**config.mk**
```make
export PLATFORM = sky130hd
export DESIGN_NAME = resp_command_tokenizer_top
export DESIGN_NICKNAME = d
export VERILOG_FILES = /design/src/rct_pkg.sv /design/src/resp_command_tokenizer_top.sv /design/src/rct_number.sv /design/src/rct_parse.sv
export SDC_FILE = /design/constraint.sdc
export NUM_CORES = 1
export LEC_CHECK = 0
export ABC_AREA = 1
export BUFFER_PORTS_ARGS = -buffer_cell sky130_fd_sc_hd__buf_2
export CAP_MARGIN = 10
export CORE_ASPECT_RATIO = 1.75
export CORE_MARGIN = 2
export CORE_UTILIZATION = 25
export CTS_CLUSTER_DIAMETER = 60
export DETAILED_ROUTE_END_ITERATION = 7
export GPL_TIMING_DRIVEN = 0
export HOLD_SLACK_MARGIN = 0.12
export PLACE_DENSITY = 0.51
export SYNTH_ARGS = -nofsm -noshare
export SYNTH_HDL_FRONTEND = slang
export SYNTH_SLANG_ARGS = --single-unit
```
**constraint.sdc**
```tcl
create_clock -name clk_i -period 4.1 [get_ports clk_i]
set_input_delay 0.615 -clock clk_i [delete_from_list [all_inputs] [get_ports clk_i]]
set_output_delay 0.615 -clock clk_i [all_outputs]
set_load 0.02 [all_outputs]
```
**src/rct_pkg.sv**
```systemverilog
// shared types and constants of the resp command tokenizer
package rct_pkg;

  // default width of the decoded count and length numbers
  localparam int unsigned NumberWidthDefault = 32;

  // characters with a meaning to the parser
  localparam logic [7:0] CharStar   = 8'h2A;
  localparam logic [7:0] CharDollar = 8'h24;
  localparam logic [7:0] CharPlus   = 8'h2B;
  localparam logic [7:0] CharMinus  = 8'h2D;
  localparam logic [7:0] CharSpace  = 8'h20;
  localparam logic [7:0] CharTab    = 8'h09;
  localparam logic [7:0] CharCr     = 8'h0D;
  localparam logic [7:0] CharLf     = 8'h0A;
  localparam logic [7:0] CharZero   = 8'h30;
  localparam logic [7:0] CharNine   = 8'h39;

  typedef enum logic [2:0] {
    PH_IDLE,
    PH_INLINE,
    PH_HDR,
    PH_DOLLAR,
    PH_LEN,
    PH_BULK,
    PH_SKIP,
    PH_HALT
  } phase_e;

  typedef enum logic [1:0] {
    NS_LEAD,
    NS_SIGN,
    NS_DIGITS,
    NS_TRAIL
  } num_stage_e;

  typedef enum logic [1:0] {
    STATUS_OK        = 2'd0,
    STATUS_TRUNCATED = 2'd1,
    STATUS_BAD_NUM   = 2'd2
  } status_e;

  // parser to number unit
  typedef struct packed {
    logic feed;
    logic clear;
  } num_ctrl_t;

  // number unit to parser
  typedef struct packed {
    logic done;
    logic bad;
    logic negative;
    logic zero;
  } num_flags_t;

  typedef struct packed {
    logic       byte_valid;
    logic [7:0] token_byte;
    logic       token_start;
    logic       token_end;
    logic       command_end;
    status_e    status;
  } rct_result_t;

  function automatic logic is_space(logic [7:0] c);
    return (c == CharSpace) || ((c >= CharTab) && (c <= CharCr));
  endfunction

endpackage

```
**src/resp_command_tokenizer_top.sv**
```systemverilog
// top level of the resp command tokenizer
//
//  channel  | dir | tdata          | tuser                             | tlast
//  ---------+-----+----------------+-----------------------------------+---------------
//  s_axis   | in  | in_byte [7:0]  | -                                 | end_of_command
//  m_axis   | out | token_byte     | byte_valid, token_start,          | command_end
//           |     |                | token_end, status[1:0]            |
//
// one word in, one word out; a new word is taken every cycle while m_axis is not stalled
// path: input register, then parse logic into the result register
// the per-word state update (phase, counters, number accumulator) is the only loop
// reset clears all parser and number state and empties both registers
// a stalled m_axis holds the result register and backs up into the input register
module resp_command_tokenizer_top #(
  parameter int unsigned NumberWidth = rct_pkg::NumberWidthDefault
) (
  input  logic       clk_i,
  input  logic       rst_ni,
  input  logic       s_axis_tvalid_i,
  output logic       s_axis_tready_o,
  input  logic [7:0] s_axis_tdata_i,   // [7:0] in_byte
  input  logic       s_axis_tlast_i,   // end_of_command
  output logic       m_axis_tvalid_o,
  input  logic       m_axis_tready_i,
  output logic [7:0] m_axis_tdata_o,   // [7:0] token_byte
  output logic [4:0] m_axis_tuser_o,   // [0] byte_valid, [1] token_start, [2] token_end,
                                       // [4:3] status
  output logic       m_axis_tlast_o    // command_end
);

  // input register
  logic       in_vld_q, in_vld_d;
  logic [7:0] in_byte_q;
  logic       in_last_q;

  // result register
  logic                 out_vld_q, out_vld_d;
  rct_pkg::rct_result_t out_res_q, res;

  logic                   advance;
  logic                   fire;
  logic                   s_take;
  rct_pkg::num_ctrl_t     num_ctrl;
  rct_pkg::num_flags_t    num_flags;
  logic [NumberWidth-1:0] num_acc;

  // result slot frees when empty or being taken
  assign advance         = !out_vld_q || m_axis_tready_i;
  assign fire            = in_vld_q && advance;
  assign s_axis_tready_o = !in_vld_q || advance;
  assign s_take          = s_axis_tvalid_i && s_axis_tready_o;

  always_comb begin
    in_vld_d = in_vld_q;
    if (s_take) begin
      in_vld_d = 1'b1;
    end else if (fire) begin
      in_vld_d = 1'b0;
    end
    out_vld_d = out_vld_q;
    if (fire) begin
      out_vld_d = 1'b1;
    end else if (m_axis_tready_i) begin
      out_vld_d = 1'b0;
    end
  end

  always_ff @(posedge clk_i or negedge rst_ni) begin
    if (!rst_ni) begin
      in_vld_q  <= 1'b0;
      out_vld_q <= 1'b0;
    end else begin
      in_vld_q  <= in_vld_d;
      out_vld_q <= out_vld_d;
    end
  end

  // payload registers, no reset
  always_ff @(posedge clk_i) begin
    if (s_take) begin
      in_byte_q <= s_axis_tdata_i;
      in_last_q <= s_axis_tlast_i;
    end
    if (fire) begin
      out_res_q <= res;
    end
  end

  rct_parse #(
    .NumberWidth(NumberWidth)
  ) u_parse (
    .clk_i       (clk_i),
    .rst_ni      (rst_ni),
    .fire_i      (fire),
    .byte_i      (in_byte_q),
    .last_i      (in_last_q),
    .num_flags_i (num_flags),
    .acc_i       (num_acc),
    .num_ctrl_o  (num_ctrl),
    .result_o    (res)
  );

  rct_number #(
    .NumberWidth(NumberWidth)
  ) u_number (
    .clk_i   (clk_i),
    .rst_ni  (rst_ni),
    .ctrl_i  (num_ctrl),
    .byte_i  (in_byte_q),
    .flags_o (num_flags),
    .acc_o   (num_acc)
  );

  assign m_axis_tvalid_o = out_vld_q;
  assign m_axis_tdata_o  = out_res_q.token_byte;
  assign m_axis_tuser_o  = {out_res_q.status, out_res_q.token_end,
                            out_res_q.token_start, out_res_q.byte_valid};
  assign m_axis_tlast_o  = out_res_q.command_end;

  // a start without a byte is only the empty bulk string, which also ends
  a_empty_token_ends : assert property (@(posedge clk_i) disable iff (!rst_ni)
    out_vld_q && out_res_q.token_start && !out_res_q.byte_valid |-> out_res_q.token_end)
    else $error("token start without byte lacks token end");

  // truncation is only reported on the last word of a command
  a_trunc_at_end : assert property (@(posedge clk_i) disable iff (!rst_ni)
    out_vld_q && (out_res_q.status == rct_pkg::STATUS_TRUNCATED) |-> out_res_q.command_end)
    else $error("truncated status before end of command");

  // a bad number carries no token byte
  a_bad_no_byte : assert property (@(posedge clk_i) disable iff (!rst_ni)
    out_vld_q && (out_res_q.status == rct_pkg::STATUS_BAD_NUM)
      |-> !out_res_q.byte_valid && !out_res_q.token_start)
    else $error("bad number result carries a token byte");

  // a held input word stays put while the result side is stalled
  a_input_held : assert property (@(posedge clk_i) disable iff (!rst_ni)
    in_vld_q && !advance |=> in_vld_q && $stable(in_byte_q) && $stable(in_last_q))
    else $error("input register lost a stalled word");

endmodule

```
**src/rct_number.sv**
```systemverilog
// decimal number reader for array counts and bulk lengths
module rct_number #(
  parameter int unsigned NumberWidth = rct_pkg::NumberWidthDefault
) (
  input  logic                   clk_i,
  input  logic                   rst_ni,
  input  rct_pkg::num_ctrl_t     ctrl_i,
  input  logic [7:0]             byte_i,
  output rct_pkg::num_flags_t    flags_o,
  output logic [NumberWidth-1:0] acc_o
);

  localparam int unsigned ProdWidth = NumberWidth + 4;
  localparam logic [NumberWidth-1:0] MagLimit = {1'b1, {(NumberWidth-1){1'b0}}};

  rct_pkg::num_stage_e    stage_q, stage_d, stage_mid;
  logic                   neg_q, neg_d;
  logic                   seen_q, seen_d;
  logic                   ovf_q, ovf_d;
  logic                   cr_q, cr_d;
  logic [NumberWidth-1:0] acc_q, acc_d;
  logic [ProdWidth-1:0]   prod;
  logic                   too_big;
  logic                   is_digit;
  logic                   is_cr;
  logic                   crlf;

  assign is_digit = (byte_i >= rct_pkg::CharZero) && (byte_i <= rct_pkg::CharNine);
  assign is_cr    = (byte_i == rct_pkg::CharCr);
  assign crlf     = cr_q && (byte_i == rct_pkg::CharLf);

  // acc * 10 + digit
  assign prod = ProdWidth'({acc_q, 3'b000}) + ProdWidth'({acc_q, 1'b0})
              + ProdWidth'(byte_i[3:0]);
  assign too_big = prod > ProdWidth'(MagLimit);

  // a pending cr that is not followed by lf ends the digits
  assign stage_mid = (cr_q && ((stage_q == rct_pkg::NS_SIGN) ||
                               (stage_q == rct_pkg::NS_DIGITS)))
                     ? rct_pkg::NS_TRAIL : stage_q;

  always_comb begin
    stage_d = stage_q;
    neg_d   = neg_q;
    seen_d  = seen_q;
    ovf_d   = ovf_q;
    cr_d    = cr_q;
    acc_d   = acc_q;
    if (ctrl_i.clear) begin
      stage_d = rct_pkg::NS_LEAD;
      neg_d   = 1'b0;
      seen_d  = 1'b0;
      ovf_d   = 1'b0;
      cr_d    = 1'b0;
      acc_d   = '0;
    end else if (ctrl_i.feed && crlf) begin
      cr_d = 1'b0;
    end else if (ctrl_i.feed) begin
      cr_d    = is_cr;
      stage_d = stage_mid;
      if (!is_cr) begin
        priority if (stage_mid == rct_pkg::NS_TRAIL) begin
          stage_d = stage_mid;
        end else if ((stage_mid == rct_pkg::NS_LEAD) && rct_pkg::is_space(byte_i)) begin
          stage_d = stage_mid;
        end else if ((stage_mid == rct_pkg::NS_LEAD) &&
                     ((byte_i == rct_pkg::CharPlus) || (byte_i == rct_pkg::CharMinus))) begin
          neg_d   = (byte_i == rct_pkg::CharMinus);
          stage_d = rct_pkg::NS_SIGN;
        end else if (!is_digit) begin
          stage_d = rct_pkg::NS_TRAIL;
        end else begin
          stage_d = rct_pkg::NS_DIGITS;
          seen_d  = 1'b1;
          if (!ovf_q) begin
            if (too_big) begin
              ovf_d = 1'b1;
            end else begin
              acc_d = prod[NumberWidth-1:0];
            end
          end
        end
      end
    end
  end

  always_ff @(posedge clk_i or negedge rst_ni) begin
    if (!rst_ni) begin
      stage_q <= rct_pkg::NS_LEAD;
      neg_q   <= 1'b0;
      seen_q  <= 1'b0;
      ovf_q   <= 1'b0;
      cr_q    <= 1'b0;
      acc_q   <= '0;
    end else begin
      stage_q <= stage_d;
      neg_q   <= neg_d;
      seen_q  <= seen_d;
      ovf_q   <= ovf_d;
      cr_q    <= cr_d;
      acc_q   <= acc_d;
    end
  end

  assign flags_o.done     = ctrl_i.feed && crlf;
  assign flags_o.bad      = !seen_q || ovf_q || (!neg_q && (acc_q == MagLimit));
  assign flags_o.negative = neg_q;
  assign flags_o.zero     = (acc_q == '0);
  assign acc_o            = acc_q;

endmodule

```
**src/rct_parse.sv**
```systemverilog
// command phase sequencer and token marking
module rct_parse #(
  parameter int unsigned NumberWidth = rct_pkg::NumberWidthDefault
) (
  input  logic                   clk_i,
  input  logic                   rst_ni,
  input  logic                   fire_i,
  input  logic [7:0]             byte_i,
  input  logic                   last_i,
  input  rct_pkg::num_flags_t    num_flags_i,
  input  logic [NumberWidth-1:0] acc_i,
  output rct_pkg::num_ctrl_t     num_ctrl_o,
  output rct_pkg::rct_result_t   result_o
);

  rct_pkg::phase_e        phase_q, phase_d, eff_phase;
  logic [NumberWidth-1:0] elem_q, elem_d;
  logic [NumberWidth-1:0] bytes_q, bytes_d;
  logic [1:0]             skip_q, skip_d;
  logic                   open_q, open_d;

  assign eff_phase = (phase_q == rct_pkg::PH_IDLE) ? rct_pkg::PH_INLINE : phase_q;

  always_comb begin
    phase_d    = phase_q;
    elem_d     = elem_q;
    bytes_d    = bytes_q;
    skip_d     = skip_q;
    open_d     = open_q;
    num_ctrl_o = '0;
    result_o   = '0;
    result_o.command_end = last_i;
    result_o.status      = rct_pkg::STATUS_OK;
    if (fire_i) begin
      num_ctrl_o.clear = last_i;
      if ((phase_q == rct_pkg::PH_IDLE) && (byte_i == rct_pkg::CharStar)) begin
        phase_d          = rct_pkg::PH_HDR;
        num_ctrl_o.clear = 1'b1;
      end else begin
        unique case (eff_phase)
          rct_pkg::PH_INLINE: begin
            phase_d = rct_pkg::PH_INLINE;
            if (rct_pkg::is_space(byte_i)) begin
              result_o.token_end = open_q;
              open_d             = 1'b0;
            end else begin
              result_o.byte_valid  = 1'b1;
              result_o.token_byte  = byte_i;
              result_o.token_start = !open_q;
              open_d               = 1'b1;
            end
          end
          rct_pkg::PH_HDR: begin
            num_ctrl_o.feed = 1'b1;
            if (num_flags_i.done) begin
              if (num_flags_i.bad) begin
                result_o.status = rct_pkg::STATUS_BAD_NUM;
                phase_d         = rct_pkg::PH_HALT;
              end else if (!num_flags_i.negative && !num_flags_i.zero) begin
                elem_d  = acc_i;
                phase_d = rct_pkg::PH_DOLLAR;
              end else begin
                elem_d  = '0;
                phase_d = rct_pkg::PH_HALT;
              end
            end
          end
          rct_pkg::PH_DOLLAR: begin
            if (byte_i == rct_pkg::CharDollar) begin
              elem_d           = elem_q - 1'b1;
              num_ctrl_o.clear = 1'b1;
              phase_d          = rct_pkg::PH_LEN;
            end else begin
              phase_d = rct_pkg::PH_HALT;
            end
          end
          rct_pkg::PH_LEN: begin
            num_ctrl_o.feed = 1'b1;
            if (num_flags_i.done) begin
              if (num_flags_i.bad || (num_flags_i.negative && !num_flags_i.zero)) begin
                result_o.status = rct_pkg::STATUS_BAD_NUM;
                phase_d         = rct_pkg::PH_HALT;
              end else if (num_flags_i.zero) begin
                // empty bulk string
                result_o.token_start = 1'b1;
                result_o.token_end   = 1'b1;
                skip_d               = 2'd2;
                phase_d              = rct_pkg::PH_SKIP;
              end else begin
                bytes_d = acc_i;
                open_d  = 1'b0;
                phase_d = rct_pkg::PH_BULK;
                if (last_i) begin
                  result_o.status = rct_pkg::STATUS_TRUNCATED;
                end
              end
            end
          end
          rct_pkg::PH_BULK: begin
            result_o.byte_valid  = 1'b1;
            result_o.token_byte  = byte_i;
            result_o.token_start = !open_q;
            bytes_d              = bytes_q - 1'b1;
            if (bytes_q == NumberWidth'(1)) begin
              result_o.token_end = 1'b1;
              open_d             = 1'b0;
              skip_d             = 2'd2;
              phase_d            = rct_pkg::PH_SKIP;
            end else begin
              open_d = 1'b1;
              if (last_i) begin
                result_o.token_end = 1'b1;
                result_o.status    = rct_pkg::STATUS_TRUNCATED;
              end
            end
          end
          rct_pkg::PH_SKIP: begin
            skip_d = skip_q - 1'b1;
            if (skip_q == 2'd1) begin
              phase_d = (elem_q != '0) ? rct_pkg::PH_DOLLAR : rct_pkg::PH_HALT;
            end
          end
          default: begin
            phase_d = phase_q;
          end
        endcase
      end
      if (last_i && (phase_d == rct_pkg::PH_INLINE) && open_d) begin
        result_o.token_end = 1'b1;
      end
      if (last_i) begin
        phase_d = rct_pkg::PH_IDLE;
        elem_d  = '0;
        bytes_d = '0;
        skip_d  = '0;
        open_d  = 1'b0;
      end
    end
  end

  always_ff @(posedge clk_i or negedge rst_ni) begin
    if (!rst_ni) begin
      phase_q <= rct_pkg::PH_IDLE;
      elem_q  <= '0;
      bytes_q <= '0;
      skip_q  <= '0;
      open_q  <= 1'b0;
    end else begin
      phase_q <= phase_d;
      elem_q  <= elem_d;
      bytes_q <= bytes_d;
      skip_q  <= skip_d;
      open_q  <= open_d;
    end
  end

endmodule

```
### After elaboration in Yosys (flattened, before gate mapping)

Cells that the tools add are included.

* logic and storage cells: 236
* output and inout bits: 16
* input bits: 13
* flip-flop bits (word level): 133

* mux-type cells: 119
* equal/unequal tests: 36
* $add $sub $neg: 5
* order comparisons: 5
* reductions and logical operators: 50

Operators with widths (number)
* 32-bit two-way mux: 21
* 32-bit one-hot mux with 2 select lines: 2
* 32-bit by 1-bit subtractor with 32-bit output, second input constant: 2
* 2-bit two-way mux: 26
* 1-bit two-way mux: 51
* 8-bit by 6-bit == test with 1-bit output, second input constant: 5
* 35-bit by 33-bit adder with 36-bit output: 1
* 36-bit by 4-bit adder with 36-bit output: 1
* 36-bit by 32-bit > comparator with 1-bit output, second input constant: 1
* 3-bit two-way mux: 12
* 32-bit by 1-bit == test with 1-bit output, second input constant: 1
* 32-bit == test, second input constant: 1
* 32-bit zero test: 1
* 32-bit nonzero test: 1
* 2-bit one-hot mux with 3 select lines: 3
* 3-bit one-hot mux with 6 select lines: 1
* 9-bit one-hot mux with 2 select lines: 1
* 6-bit AND reduction: 3
* 8-bit by 4-bit == test with 1-bit output, second input constant: 2
* 2-bit inequality test, second input constant: 8
* 1-bit logical AND: 15
* 3-bit inequality test, second input constant: 5
* 7-bit AND reduction: 2
* 10-bit two-way mux: 1
* 22 further kinds: 48

### Depth between registers and ports, before layout

Gate-level depths: netlist of the first run.

* depth after elaboration: 15
* gate-level depth with buffers: 24
* gate-level depth less buffers: 23

### Modules after synthesis

A second synthesis of the first run with hierarchy kept.

* cells, all modules: 1862
* area total of the unflattened synthesis: 11612.4 µm²

By module, submodules not included
* rct_parse: instances 1, area an instance 5735.5 µm², cells each 956, seq. area each 1751.7 µm²
* rct_number: instances 1, area an instance 5091.1 µm², cells each 871, seq. area each 950.9 µm²
* resp_command_tokenizer_top: instances 1, area an instance 785.8 µm², cells each 35, seq. area each 740.7 µm²

### Least setup slack after synthesis of the first run

Ideal clock, no wire load.

* path kind: register to register
* start: register in_byte_q[3]
* end: register u_number.acc_q[21] (netlist: u_number.acc_o[21])
* setup slack: 1.192 ns
* required time: 3.983 ns
* stages on the path, launching flop included: 23
* setup time: 0.117 ns
* data arrival time: 2.792 ns
* clock period less this slack: 2.908 ns
* buffers on the path: 1
* cells stage by stage: edfxtp_1 inv_1 fa_1 fa_1 inv_1 nand3_1 nand2_1 nand2_1 nand2_1 nand2_1 nand2_1 nand2_1 nand2_1 nand2_1 nor2_1 nand3_1 nor2_1 nand2_1 nand2_4 nand2_4 buf_6 nand2_1 nand2_1

* longest elaborated chain between the ends: 11
* elaborated cells between the ends (all ways): 47
* those cells by class: 1 x add/sub; 5 x order compare; 14 x eq/ne; 15 x mux; 12 x reduce/logical

RTL lines
* start, declared: RTL line resp_command_tokenizer_top.sv:33 `logic [7:0] in_byte_q;`
* start signal, assigned: RTL line resp_command_tokenizer_top.sv:81 `in_byte_q <= s_axis_tdata_i;`
* parallel branches: the longest is 11 deep, another holds 36-bit by 4-bit adder with 36-bit output
* end signal, assigned: RTL line rct_number.sv:94 `acc_q <= '0;`
* end signal, assigned: RTL line rct_number.sv:101 `acc_q <= acc_d;`
* end, declared: RTL line rct_number.sv:21 `logic [NumberWidth-1:0] acc_q, acc_d;`

Several ways; the timed one is not identified. The select of a mux whose other input is x is not followed.
A chain may end at the register's enable or synchronous reset.

### Worst setup path in the final report of the first run

* start: register u_number.acc_q[2] (netlist: u_number.acc_o[2])
* end: register u_number.acc_q[4] (netlist: u_number.acc_o[4])

* longest elaborated chain between the ends: 12
* elaborated cells between the ends (all ways): 15
* those cells by class: 2 x add/sub; 1 x order compare; 1 x eq/ne; 10 x mux; 1 x reduce/logical

RTL lines
* 35-bit by 33-bit adder with 36-bit output *: RTL line rct_number.sv:33 `assign prod = ProdWidth'({acc_q, 3'b000}) + ProdWidth'({acc_q, 1'b0})`
* 36-bit by 4-bit adder with 36-bit output *: RTL line rct_number.sv:34 `+ ProdWidth'(byte_i[3:0]);`
* parallel branches: the longest is 10 deep, another holds 36-bit by 32-bit > comparator with 1-bit output

Mark *: on every way between the ends. The select of a mux whose other input is x is not followed.

==> results of run 1 <==
[worst min path at each step]
stage	startpoint	cells past startpoint	slack [ns]	end
3_5_place_dp	in_last_q$_DFFE_PP_	0	0.44	m_axis_tlast_o$_DFFE_PP_
2_1_floorplan	rst_ni	0	0.32	in_vld_q$_DFFE_PN0P_
4_1_cts	rst_ni	1	0.16	u_parse.elem_q[26]$_DFFE_PN0P_
6_report	rst_ni	1	0.14	u_parse.elem_q[26]$_DFFE_PN0P_
5_1_grt	rst_ni	1	0.18	u_parse.elem_q[24]$_DFFE_PN0P_
3_3_place_gp	in_last_q$_DFFE_PP_	0	0.43	m_axis_tlast_o$_DFFE_PP_
[cells by family (layout without fill, tap and decap cells)]
logic type               Yosys count  after routing
AND/OR/NAND/NOR                  925            925
buffers and inverters            296            357
AO/OA/AOI/OAI                    251            251
flip-flops                       133            133
adder cells (fa/ha/maj)           70             70
XOR/XNOR                          27             27
[power by group through the flow]
| stage | Sequential [mW] | Clock (mW) | Combinational, mW |
|---|---|---|---|
| after detailed placement | 2.21 | 0 | 5.20 |
| after CTS | 2.19 | 1.44 | 5.23 |
| after global placement | 2.21 | 0 | 5.18 |
| final | 2.19 | 1.41 | 5.24 |
| after global routing | 2.25 | 1.49 | 5.97 |
| after floorplan | 2.03 | 0 | 3.87 |
[metal layers]
layer	global-route usage, %	up-vias	share of wire [%]
met1	15.1	5181	33
met4	13.0	0	8.2
met5	0	-	0
met3	1.90	134	2.2
met2	35.0	262	56
li1	-	5634	-
[layout make-up]
| type | count | area share, % |
|---|---|---|
| multi-input combinational | 1273 | 51.7 |
| sequential | 133 | 27.4 |
| inverter | 249 | 7.45 |
| tap | 572 | 5.70 |
| clock buffer | 20 | 3.55 |
| buffer | 47 | 2.11 |
| timing repair buffer | 30 | 1.50 |
| clock inverter | 11 | 0.627 |
[critical path, delay by kind of cell, from the launching register on]
family / cells / cell delay (ns)
buffers and inverters: 3 / 0.52
adders and majority gates: 2 / 0.98
DFF: 1 / 0.45
and+or+nand+nor: 15 / 1.77
[cell usage after synthesis (3+ instances only)]
cell type | count | area share (%)
o21ai_0 | 120 | 5.4
dfrtp_1 | 110 | 25
o2111ai_1 | 4 | 0.31
nand3_1 | 161 | 7.2
nor3_2 | 3 | 0.27
nor2_2 | 9 | 0.51
a21oi_1 | 57 | 2.6
edfxtp_1 | 23 | 6.2
nand3_2 | 3 | 0.27
nor4_1 | 5 | 0.28
or2_2 | 3 | 0.17
inv_2 | 5 | 0.17
o21bai_1 | 3 | 0.20
ha_1 | 68 | 7.6
o21ai_1 | 22 | 0.99
o211ai_1 | 16 | 1.1
buf_2 | 9 | 0.40
xnor2_1 | 8 | 0.63
xor2_1 | 19 | 1.5
buf_6 | 4 | 0.40
clkbuf_1 | 20 | 0.67
nand4_1 | 26 | 1.5
inv_1 | 242 | 8.2
a31oi_1 | 3 | 0.17
nand2_1 | 476 | 16
nor3_1 | 30 | 1.3
nand3b_1 | 9 | 0.61
nor2_1 | 187 | 6.3
o22ai_2 | 5 | 0.56
buf_4 | 12 | 0.81
nand2_4 | 3 | 0.30
o22ai_1 | 7 | 0.39
nand2_2 | 3 | 0.17
[state kept, by name, indices dropped and copies added (netlist names), 2 cells and up]
signal	flops
in_byte_q	8
m_axis_tdata_o	8
m_axis_tuser_o	5
u_number.acc_o	32
u_number.stage_q	2
u_parse.bytes_q	32
u_parse.elem_q	32
u_parse.phase_q	3
u_parse.skip_q	2
==> results.tsv, run 1 <==
stage	metric	value	unit
outcome	outcome	complete, no violations	
route	viasPerCell	4.80	
yosys	netlist_instances	1702	
placement	dpl-instance-area	0.0120	sq mm
setup_path	reg2reg_slack	0.25	ns
die	die_w	164	microns
sta	setup_tns	0	ns
final_layout	instances_no_fill	2335	
placement	place_ws	0.237	ns
yosys	ys_types	52	
final_layout	area_delta_synth_final	12.8	%
yosys	yosys.area_share.xor_xnor	2.12	%
yosys	ys_ff_latch	133	
sta	period_share	94.0	%
clock_network	root_buffer	clkbuf_16	
yosys	yosys-mux-area-fraction	0	%
power_and_ir_drop	switching_power	4.59	mW
yosys	synth_area_per_cell	6.54	sq um
final_layout	final_common_cell	nand2_1	
yosys	syn_area	0.0111	sq mm
setup_path	rr_startpoint	u_number.acc_o[2]$_DFFE_PN0P_	
yosys	seq_area_frac_synth	30.9	%
yosys	async_flop_share	82.7	%
clock_network	cts.clk_slew.worst_paths	0.06	ns
job	maxCapViolCount	0	
setup_path	cp_common_cell	nand2_1	
die	core-area	0.0442	sq mm
power_and_ir_drop	seqPwrFrac	24.8	%
final_layout	antenna_cells	0	
route	wire_per_inst	16.9	microns
yosys	synth_compound_area_share	12.7	%
setup_path	startpoint	u_number.acc_o[2]$_DFFE_PN0P_	
placement	dp_cells	2303	
die	start_util	25.2	%
power_and_ir_drop	p_int	4.26	mW
route	drc_errors	0	
yosys	synthesis.nets	1785	
route	vias	11211	
global_routing	overflow	0	
clock_network	cts_inserted_buffers	17	
sta	fin_hold_ws	0.135	ns
clock_network	cts_sinks	133	
final_layout	finalInstanceArea	0.0126	sq mm
yosys	synth_fa_ha_area_share	8.00	%
yosys	synth_edf_count	23	
global_routing	track_usage	17.4	%
power_and_ir_drop	comb_power_share	59.2	%
global_routing	grt_max_degree	60	
route	firstDrtPassIters	6	
final_layout	multi_input_area	0.00649	sq mm
global_routing	grt_pass1_wl	61.7	mm
die	ios	29	
setup_path	cp-end-kind	flip-flop	
sta	min_period	3.85	ns
global_routing	grt_pass1_vias	11748	
final_layout	fin_util	28.5	%
power_and_ir_drop	p_per_area	704	mW/mm^2
power_and_ir_drop	switching_share	51.9	%
power_and_ir_drop	peakVddDrop	312	uV
sta	max_freq	260	MHz
clock_network	clock_path_buffers	2	
yosys	synth_top_family_by_area	simple AND/OR/NAND/NOR gates	
setup_path	crit_chain	inv_1, fa_1, fa_1, inv_1, nand3_1, nand2_1, nand3_1, nand3_1, nand2_1, nand3_1, nand2_1, nor2_1, nand2_1, nor2_1, nand2_1, nand2_4, nand2_4, buf_6, nand2_1, nand2_1	
sta	final_max_slew_viol_count	0	
placement	hpwl	32.6	mm
setup_path	critPathMaxFanout	10	
yosys	synthFlopType	dfrtp_1	
setup_path	cpPeakStageDelay	0.52	ns
global_routing	antenna_found_initial	0	
clock_network	ctsHoldBuffers	0	
setup_path	critical_path_required	4.42	ns
sta	final_hold_viol_count	0	
sta	tightest_slew	0.829	ns
yosys	yosysWarnings	0	
sta	worst_slack	0.247	ns
final_layout	seqCellArea	0.00344	sq mm
setup_path	critPathSlowestCell	fa_1	
sta	rsz0062_at_grt	false	
power_and_ir_drop	p_leak	6.27	nW
setup_path	ff2ff_path_depth	20	
sta	slew_headroom	44.2	%
setup_path	critPathKind	reg2reg	
final_layout	drive_above_1_share	7.03	%
power_and_ir_drop	clkPwrFrac	16.0	%
clock_network	cts_tree	built	
sta	setup_violations	0	
yosys	synth_simple_gate_area_share	35.4	%
placement	gp_congestion	0.946	
final_layout	final_cell_mix	nand2_1 (476), inv_1 (242), nor2_1 (187)	
route	ant_nets	0	
sta	fin_worst_skew	0.0132	ns
clock_network	clock_latency	0.44	ns
die	placementRows	102	
route	finalWirelength	39.5	mm
hold_path	hold_class	in2async	
setup_path	crit_path_start_kind	flip-flop	
die	die_y	283	microns
final_layout	fillers	4965	
clock_network	cts-resized-gates	0	
setup_path	reg2reg_to	u_number.acc_o[4]$_DFFE_PN0P_	
die	die-area	0.0463	sq mm
final_layout	nets	1834	
power_and_ir_drop	total_power	8.85	mW
route	drt-initial-drc-count	529	
setup_path	arrival	4.18	ns
placement	port_buffers	28	
clock_network	htree_levels	4	
setup_path	crit_end	u_number.acc_o[4]$_DFFE_PN0P_	
clock_network	cts_setup_buffers	0	
No activity file was read; power rests on OpenSTA's default activity.
==> run 2: changes to the inputs <==
- ABC_AREA: 1 -> not set
==> run 2 against run 1 <==
  * The run now ends with negative setup slack left
  * Setup slack worse by 0.46 ns
  * Largest power group is now the clock network
  * Sequential power decreased by 36%
  * Sequential cell count unchanged
  * Critical path depth fell by 6
  * Sequential share of layout area up 2.0 points
  * Count of clock-buffer cells in the layout up 2
==> results.tsv, run 2 <==
stage	metric	value	unit
setup_path	reg2reg_to	u_number.acc_o[2]$_DFFE_PN0P_	
setup_path	cp_common_cell	ha_1	
setup_path	ff2ff_path_depth	14	
die	core-area	0.0392	sq mm
route	drt-initial-drc-count	509	
sta	max_freq	232	MHz
clock_network	htree_levels	4	
sta	fin_worst_skew	0.0109	ns
outcome	outcome	complete, but fails checks	
yosys	synth.most_common_cell	o21ai_0	
hold_path	holdPathEnd	in_byte_q[1]$_DFFE_PP_	
final_layout	final_cell_mix	nor2_1 (118), o21ai_0 (118), dfrtp_1 (102)	
sta	worst_slack	-0.209	ns
final_layout	drive_above_1_share	12.3	%
setup_path	critPathKind	reg2reg	
final_layout	fin_util	30.0	%
clock_network	cts_inserted_buffers	17	
setup_path	crit_chain	ha_1, ha_1, nand2_1, nor3_1, o2111ai_2, a211oi_2, o21a_1, o21ai_0, or4_1, o31ai_4, nand2_4, buf_12, buf_16, a22o_1	
power_and_ir_drop	peakVddDrop	188	uV
setup_path	arrival	4.63	ns
yosys	synth_top_area_share	27.8	%
placement	place_ws	-1.22	ns
route	vias	9587	
global_routing	grt_max_degree	86	
setup_path	cp-end-kind	flip-flop	
placement	hpwl	27.2	mm
yosys	synthTopCellsByCount	o21ai_0 (128), nor2_1 (118), dfrtp_1 (110)	
yosys	netlist_instances	1184	
route	drc_errors	0	
yosys	syn_area	0.00989	sq mm
placement	port_buffers	28	
sta	min_period	4.31	ns
yosys	seq_area_frac_synth	34.8	%
power_and_ir_drop	p_per_area	276	mW/mm^2
global_routing	track_usage	16.9	%
sta	final_max_slew_viol_count	0	
setup_path	rr_startpoint	u_number.acc_o[13]$_DFFE_PN0P_	
setup_path	reg2reg_slack	-0.21	ns
clock_network	clock_latency	0.43	ns
sta	final_hold_viol_count	0	
yosys	synthFlopType	dfrtp_1	
sta	setup_violations	33	
clock_network	clock_path_buffers	2	
sta	rsz0062_at_grt	true	
global_routing	overflow	0	
power_and_ir_drop	p_leak	4.88	nW
route	firstDrtPassIters	7	
yosys	synthesis.nets	1267	
setup_path	critical_path_required	4.42	ns
route	finalWirelength	35.0	mm
setup_path	crit_path_start_kind	flip-flop	
die	die_y	267	microns
yosys	synth_top_area_cell	dfrtp_1	
sta	slew_headroom	15.8	%
global_routing	grt_pass1_wl	54.2	mm
hold_path	hold_class	in2reg	
final_layout	antenna_cells	0	
clock_network	cts_tree	built	
sta	fin_hold_ws	0.356	ns
clock_network	root_buffer	clkbuf_16	
yosys	synth_edf_count	23	
setup_path	cpPeakStageDelay	0.49	ns
clock_network	cts_sinks	133	
yosys	yosysWarnings	0	
setup_path	critPathSlowestCell	dfrtp_1	
yosys	ys_top_cells_by_area	dfrtp_1 (28%), ha_1 (8.6%), edfxtp_1 (7.0%)	
final_layout	nets	1334	
hold_path	min-delay-start	s_axis_tdata_i[1]	
sta	period_share	105	%
sta	tightest_slew	1.25	ns
route	ant_nets	0	
outcome	violations	negative setup slack	
global_routing	antenna_found_initial	0	
clock_network	cts.clk_slew.worst_paths	0.06	ns
die	start_util	25.3	%
die	die-area	0.0412	sq mm
die	placementRows	96	
job	maxCapViolCount	0	
setup_path	critPathMaxFanout	9	
die	die_w	154	microns
route	viasPerCell	5.47	
placement	gp_congestion	0.913	
die	ios	29	
yosys	ys_ff_latch	133	
final_layout	area_delta_synth_final	18.8	%
yosys	synth_area_per_cell	8.35	sq um
route	wire_per_inst	20.0	microns
global_routing	grt_pass1_vias	9738	
hold_path	hold_depth	1	
yosys	ys_types	81	
yosys	async_flop_share	82.7	%
## run 2: changes by cell type after synthesis, sizes merged, moves of 24 or more
cell / before / now
nand2: 482 / 92
inv: 247 / 36
nand3: 164 / 18
nor2: 198 / 119
a21oi: 57 / 104
a22o: 0 / 25
nor4: 5 / 30
clkbuf: 22 / 46
## run 2: worst max-delay path: cells and delay by family, from the launching register on
kind                       cells  cell delay, ns
adders and majority gates      2            0.82
DFF                            1            0.49
and+or+nand+nor                4            1.06
AOI/OAI and AO/OA              6            1.52
buffers and inverters          2            0.29
## run 2: per-stage QoR
stage | cells | power, mW | cell area (sq um) | setup TNS [ns]
final | 1754 | 3.24 | 11700 | -5.35
after global routing | 1754 | 3.35 | 11700 | -9.01
after CTS | 1752 | 3.26 | 11600 | -8.47
after detailed placement | 1703 | 1.79 | 10700 | -38.27
after global placement | 1702 | 1.78 | 10600 | -38.18
after floorplan | 1184 | 1.64 | 9890 | 0
## run 2: worst max path at each step
stage / start / endpoint
after floorplan: in_byte_q[3]$_DFFE_PP_ / u_number.acc_o[3]$_DFFE_PN0P_
after global placement: u_number.acc_o[2]$_DFFE_PN0P_ / u_number.acc_o[28]$_DFFE_PN0P_
after detailed placement: u_number.acc_o[2]$_DFFE_PN0P_ / u_number.acc_o[28]$_DFFE_PN0P_
after CTS: u_number.acc_o[2]$_DFFE_PN0P_ / u_number.acc_o[15]$_DFFE_PN0P_
after global routing: u_number.acc_o[7]$_DFFE_PN0P_ / u_number.acc_o[2]$_DFFE_PN0P_
final: u_number.acc_o[13]$_DFFE_PN0P_ / u_number.acc_o[2]$_DFFE_PN0P_
## run 2: layout make-up
type                            instances  area [sq um]
Fill cell                            4156         27400
Clock inverter                         10           103
Multi-Input combinational cell        961          6340
Timing Repair Buffer                   51           410
Sequential cell                       133          3450
Clock buffer                           22           444
Inverter                               36           135
Tap cell                              490           613
Buffer                                 51           246
## run 2: layer usage
metal / global-route usage, % / vias up / share of wire (%)
li1: - / 4591 / -
met1: 16.1 / 4675 / 35
met2: 34.2 / 237 / 57
met3: 2.01 / 84 / 2.6
met4: 10.1 / 0 / 5.5
met5: 0 / - / 0
## run 2: repair_timing
item / in CTS / in global routing
gates resized for setup: 57 / 25
hold endpoints to repair: 25 / 0
endpoints found under the setup margin: 33 / 47
hold buffers: 1 / 0
pin swaps: 33 / 6
buffers inserted: 15 / 4
gates cloned: 2 / 0
## run 2: power by group
| part | leakage [nW] | internal, mW | switching (mW) |
|---|---|---|---|
| Combinational | 2.89 | 0.115 | 0.265 |
| Clock | 0.259 | 0.839 | 0.610 |
| Sequential | 1.73 | 1.38 | 0.0274 |
## run 2: kinds of logic after synthesis
family	share of synthesized area [%]
buf+inv	3.74
compound gates	27.0
fa+ha+maj	9.01
simple gates	21.6
mux	0.860
flops	34.8
xor+xnor	3.01
==> run 3: changes to the inputs <==
- ABC_AREA: not set -> 1
- CORE_MARGIN: 2 -> 1.5
==> run 3 against run 2 <==
  * The flow now finishes without violations
  * Die area grew 11%
  * Global-route usage up 0.77 points
  * Via count increased by 18%
  * Worst hold slack got worse by 0.24 ns
  * Cell count increased by 33%
  * Setup slack improved by 0.53 ns
  * Highest routed layer unchanged
==> results.tsv, run 3 (synthesized netlist as in run 1, its figures left out) <==
stage	metric	value	unit
outcome	outcome	complete, no violations	
power_and_ir_drop	switching_power	4.63	mW
die	core-area	0.0442	sq mm
final_layout	final_cell_mix	nand2_1 (476), inv_1 (240), nor2_1 (187)	
die	die_y	282	microns
route	drt-initial-drc-count	521	
route	ant_nets	0	
route	firstDrtPassIters	6	
setup_path	critPathKind	reg2reg	
sta	slew_headroom	38.7	%
power_and_ir_drop	total_power	9.07	mW
placement	place_ws	0.207	ns
setup_path	reg2reg_slack	0.32	ns
die	placementRows	102	
sta	period_share	92.2	%
route	viasPerCell	4.82	
die	die_w	163	microns
clock_network	root_buffer	clkbuf_16	
clock_network	clock_latency	0.44	ns
global_routing	grt_pass1_wl	61.5	mm
sta	fin_worst_skew	0.0138	ns
route	finalWirelength	39.5	mm
die	start_util	25.2	%
power_and_ir_drop	p_int	4.44	mW
final_layout	area_delta_synth_final	13.6	%
sta	final_hold_viol_count	0	
clock_network	cts_tree	built	
route	vias	11267	
setup_path	rr_startpoint	u_number.acc_o[2]$_DFFE_PN0P_	
power_and_ir_drop	p_leak	6.31	nW
final_layout	fillers	4999	
power_and_ir_drop	seqPwrFrac	24.2	%
clock_network	htree_levels	4	
route	wire_per_inst	16.9	microns
power_and_ir_drop	comb_power_share	57.9	%
setup_path	critical_path.top_delay_family	simple AND/OR/NAND/NOR gates	
setup_path	crit_path_start_kind	flip-flop	
power_and_ir_drop	switching_share	51.0	%
clock_network	cts.clk_slew.worst_paths	0.07	ns
setup_path	cpPeakStageDelay	0.52	ns
global_routing	overflow	0	
setup_path	startpoint	u_number.acc_o[2]$_DFFE_PN0P_	
setup_path	cp_common_cell	nand2_1	
sta	rsz0062_at_grt	false	
clock_network	cts_inserted_buffers	17	
setup_path	reg2reg_to	u_number.acc_o[18]$_DFFE_PN0P_	
sta	worst_slack	0.319	ns
sta	setup_tns	0	ns
final_layout	drive_above_1_share	7.31	%
setup_path	ff2ff_path_depth	22	
sta	min_period	3.78	ns
final_layout	nets	1834	
setup_path	cp-end-kind	flip-flop	
power_and_ir_drop	clkPwrFrac	17.9	%
global_routing	grt_max_degree	64	
placement	dpl-instance-area	0.0120	sq mm
die	ios	29	
setup_path	critical_path_required	4.42	ns
placement	port_buffers	28	
global_routing	antenna_found_initial	0	
setup_path	crit_end	u_number.acc_o[18]$_DFFE_PN0P_	
sta	max_freq	265	MHz
setup_path	crit_chain	inv_2, fa_1, fa_1, inv_1, nand3_1, nand2_1, nand2_1, nand2_1, nand2_1, nand2_1, nand2_1, nand2_1, nand2_1, nor2_1, nand3_1, nor2_1, nand2_1, nand2_4, nand2_4, buf_6, nand2_1, nand2_1	
sta	setup_violations	0	
power_and_ir_drop	p_per_area	717	mW/mm^2
final_layout	finalInstanceArea	0.0126	sq mm
job	maxCapViolCount	0	
sta	fin_hold_ws	0.112	ns
clock_network	ctsHoldBuffers	0	
global_routing	grt_pass1_vias	11805	
final_layout	antenna_cells	0	
setup_path	critPathSlowestCell	fa_1	
power_and_ir_drop	peakVddDrop	352	uV
setup_path	arrival	4.10	ns
final_layout	instances_no_fill	2336	
setup_path	crit_buf_inv	3	
sta	final_max_slew_viol_count	0	
global_routing	track_usage	17.7	%
placement	hpwl	32.6	mm
die	die-area	0.0459	sq mm
clock_network	clock_path_buffers	2	
placement	gp_congestion	0.885	
sta	tightest_slew	0.910	ns
final_layout	fin_util	28.6	%
setup_path	path_depth	22	
setup_path	critPathMaxFanout	10	
hold_path	hold_class	in2async	
route	drc_errors	0	
clock_network	cts_sinks	133	
placement	dp_cells	2303	
final_layout	final_common_cell	nand2_1	
==> run 3: cell types whose count changed in the layout (fill, tap and decap cells not counted), moves of 18 or more <==
cell and change:
nand3_1 +143, nor4_1 -22, nor3_1 -18, a21oi_1 -44, nand2_1 +387, a22oi_1 -18
clkbuf_1 -26, a22o_1 -25, nor2_1 +69, inv_1 +208
==> run 3: timing repair <==
item	4_1_cts	5_1_grt
buffers inserted	0	0
endpoints found under the setup margin	0	30
resized for setup	0	3
hold endpoints to repair	0	0
==> run 3: cell type report <==
type	instances	area (sq um)	area share, %
well taps	572	716	5.66
clock inverters	14	175	1.38
flip-flops and latches	133	3440	27.2
inverters	249	936	7.40
multi-input cells	1273	6500	51.4
plain buffers	47	265	2.10
clock buffers	18	429	3.39
repair buffers	30	189	1.49
==> run 3: how the worst min path moves through the flow <==
stage / slack [ns] / end
after floorplan: 0.32 / in_vld_q$_DFFE_PN0P_
after global placement: 0.43 / m_axis_tlast_o$_DFFE_PP_
after detailed placement: 0.44 / m_axis_tlast_o$_DFFE_PP_
after CTS: 0.13 / u_parse.elem_q[28]$_DFFE_PN0P_
after global routing: 0.14 / u_parse.elem_q[28]$_DFFE_PN0P_
final: 0.11 / u_parse.elem_q[21]$_DFFE_PN0P_
==> run 3: power groups by stage <==
stage               Combinational [mW]  Sequential [mW]  Clock (mW)
floorplan                         3.87             2.03           0
global placement                  5.18             2.21           0
detailed placement                5.22             2.21           0
CTS                               5.24             2.19        1.65
global route                      6.00             2.25        1.70
finish                            5.25             2.19        1.62
==> run 3: routing by layer <==
metal,vias up,global-route usage [%],share of wire (%)
li1,5644,-,-
met1,5229,14.9,33
met2,258,35.6,55
met3,136,1.73,2.2
met4,0,15.9,9.3
met5,-,0,0
==> run 3: worst reg2reg max path, cell delays in order, from the launching register on <==
cell     delay (ns)
dfrtp_1        0.48
inv_2          0.13
fa_1           0.52
fa_1           0.46
inv_1          0.12
nand3_1        0.10
nand2_1        0.12
nand2_1        0.07
nand2_1        0.18
nand2_1        0.10
nand2_1        0.19
nand2_1        0.08
nand2_1        0.11
nand2_1        0.06
nor2_1         0.08
nand3_1        0.11
nor2_1         0.10
nand2_1        0.09
nand2_4        0.15
nand2_4        0.14
buf_6          0.17
nand2_1        0.05
nand2_1        0.05
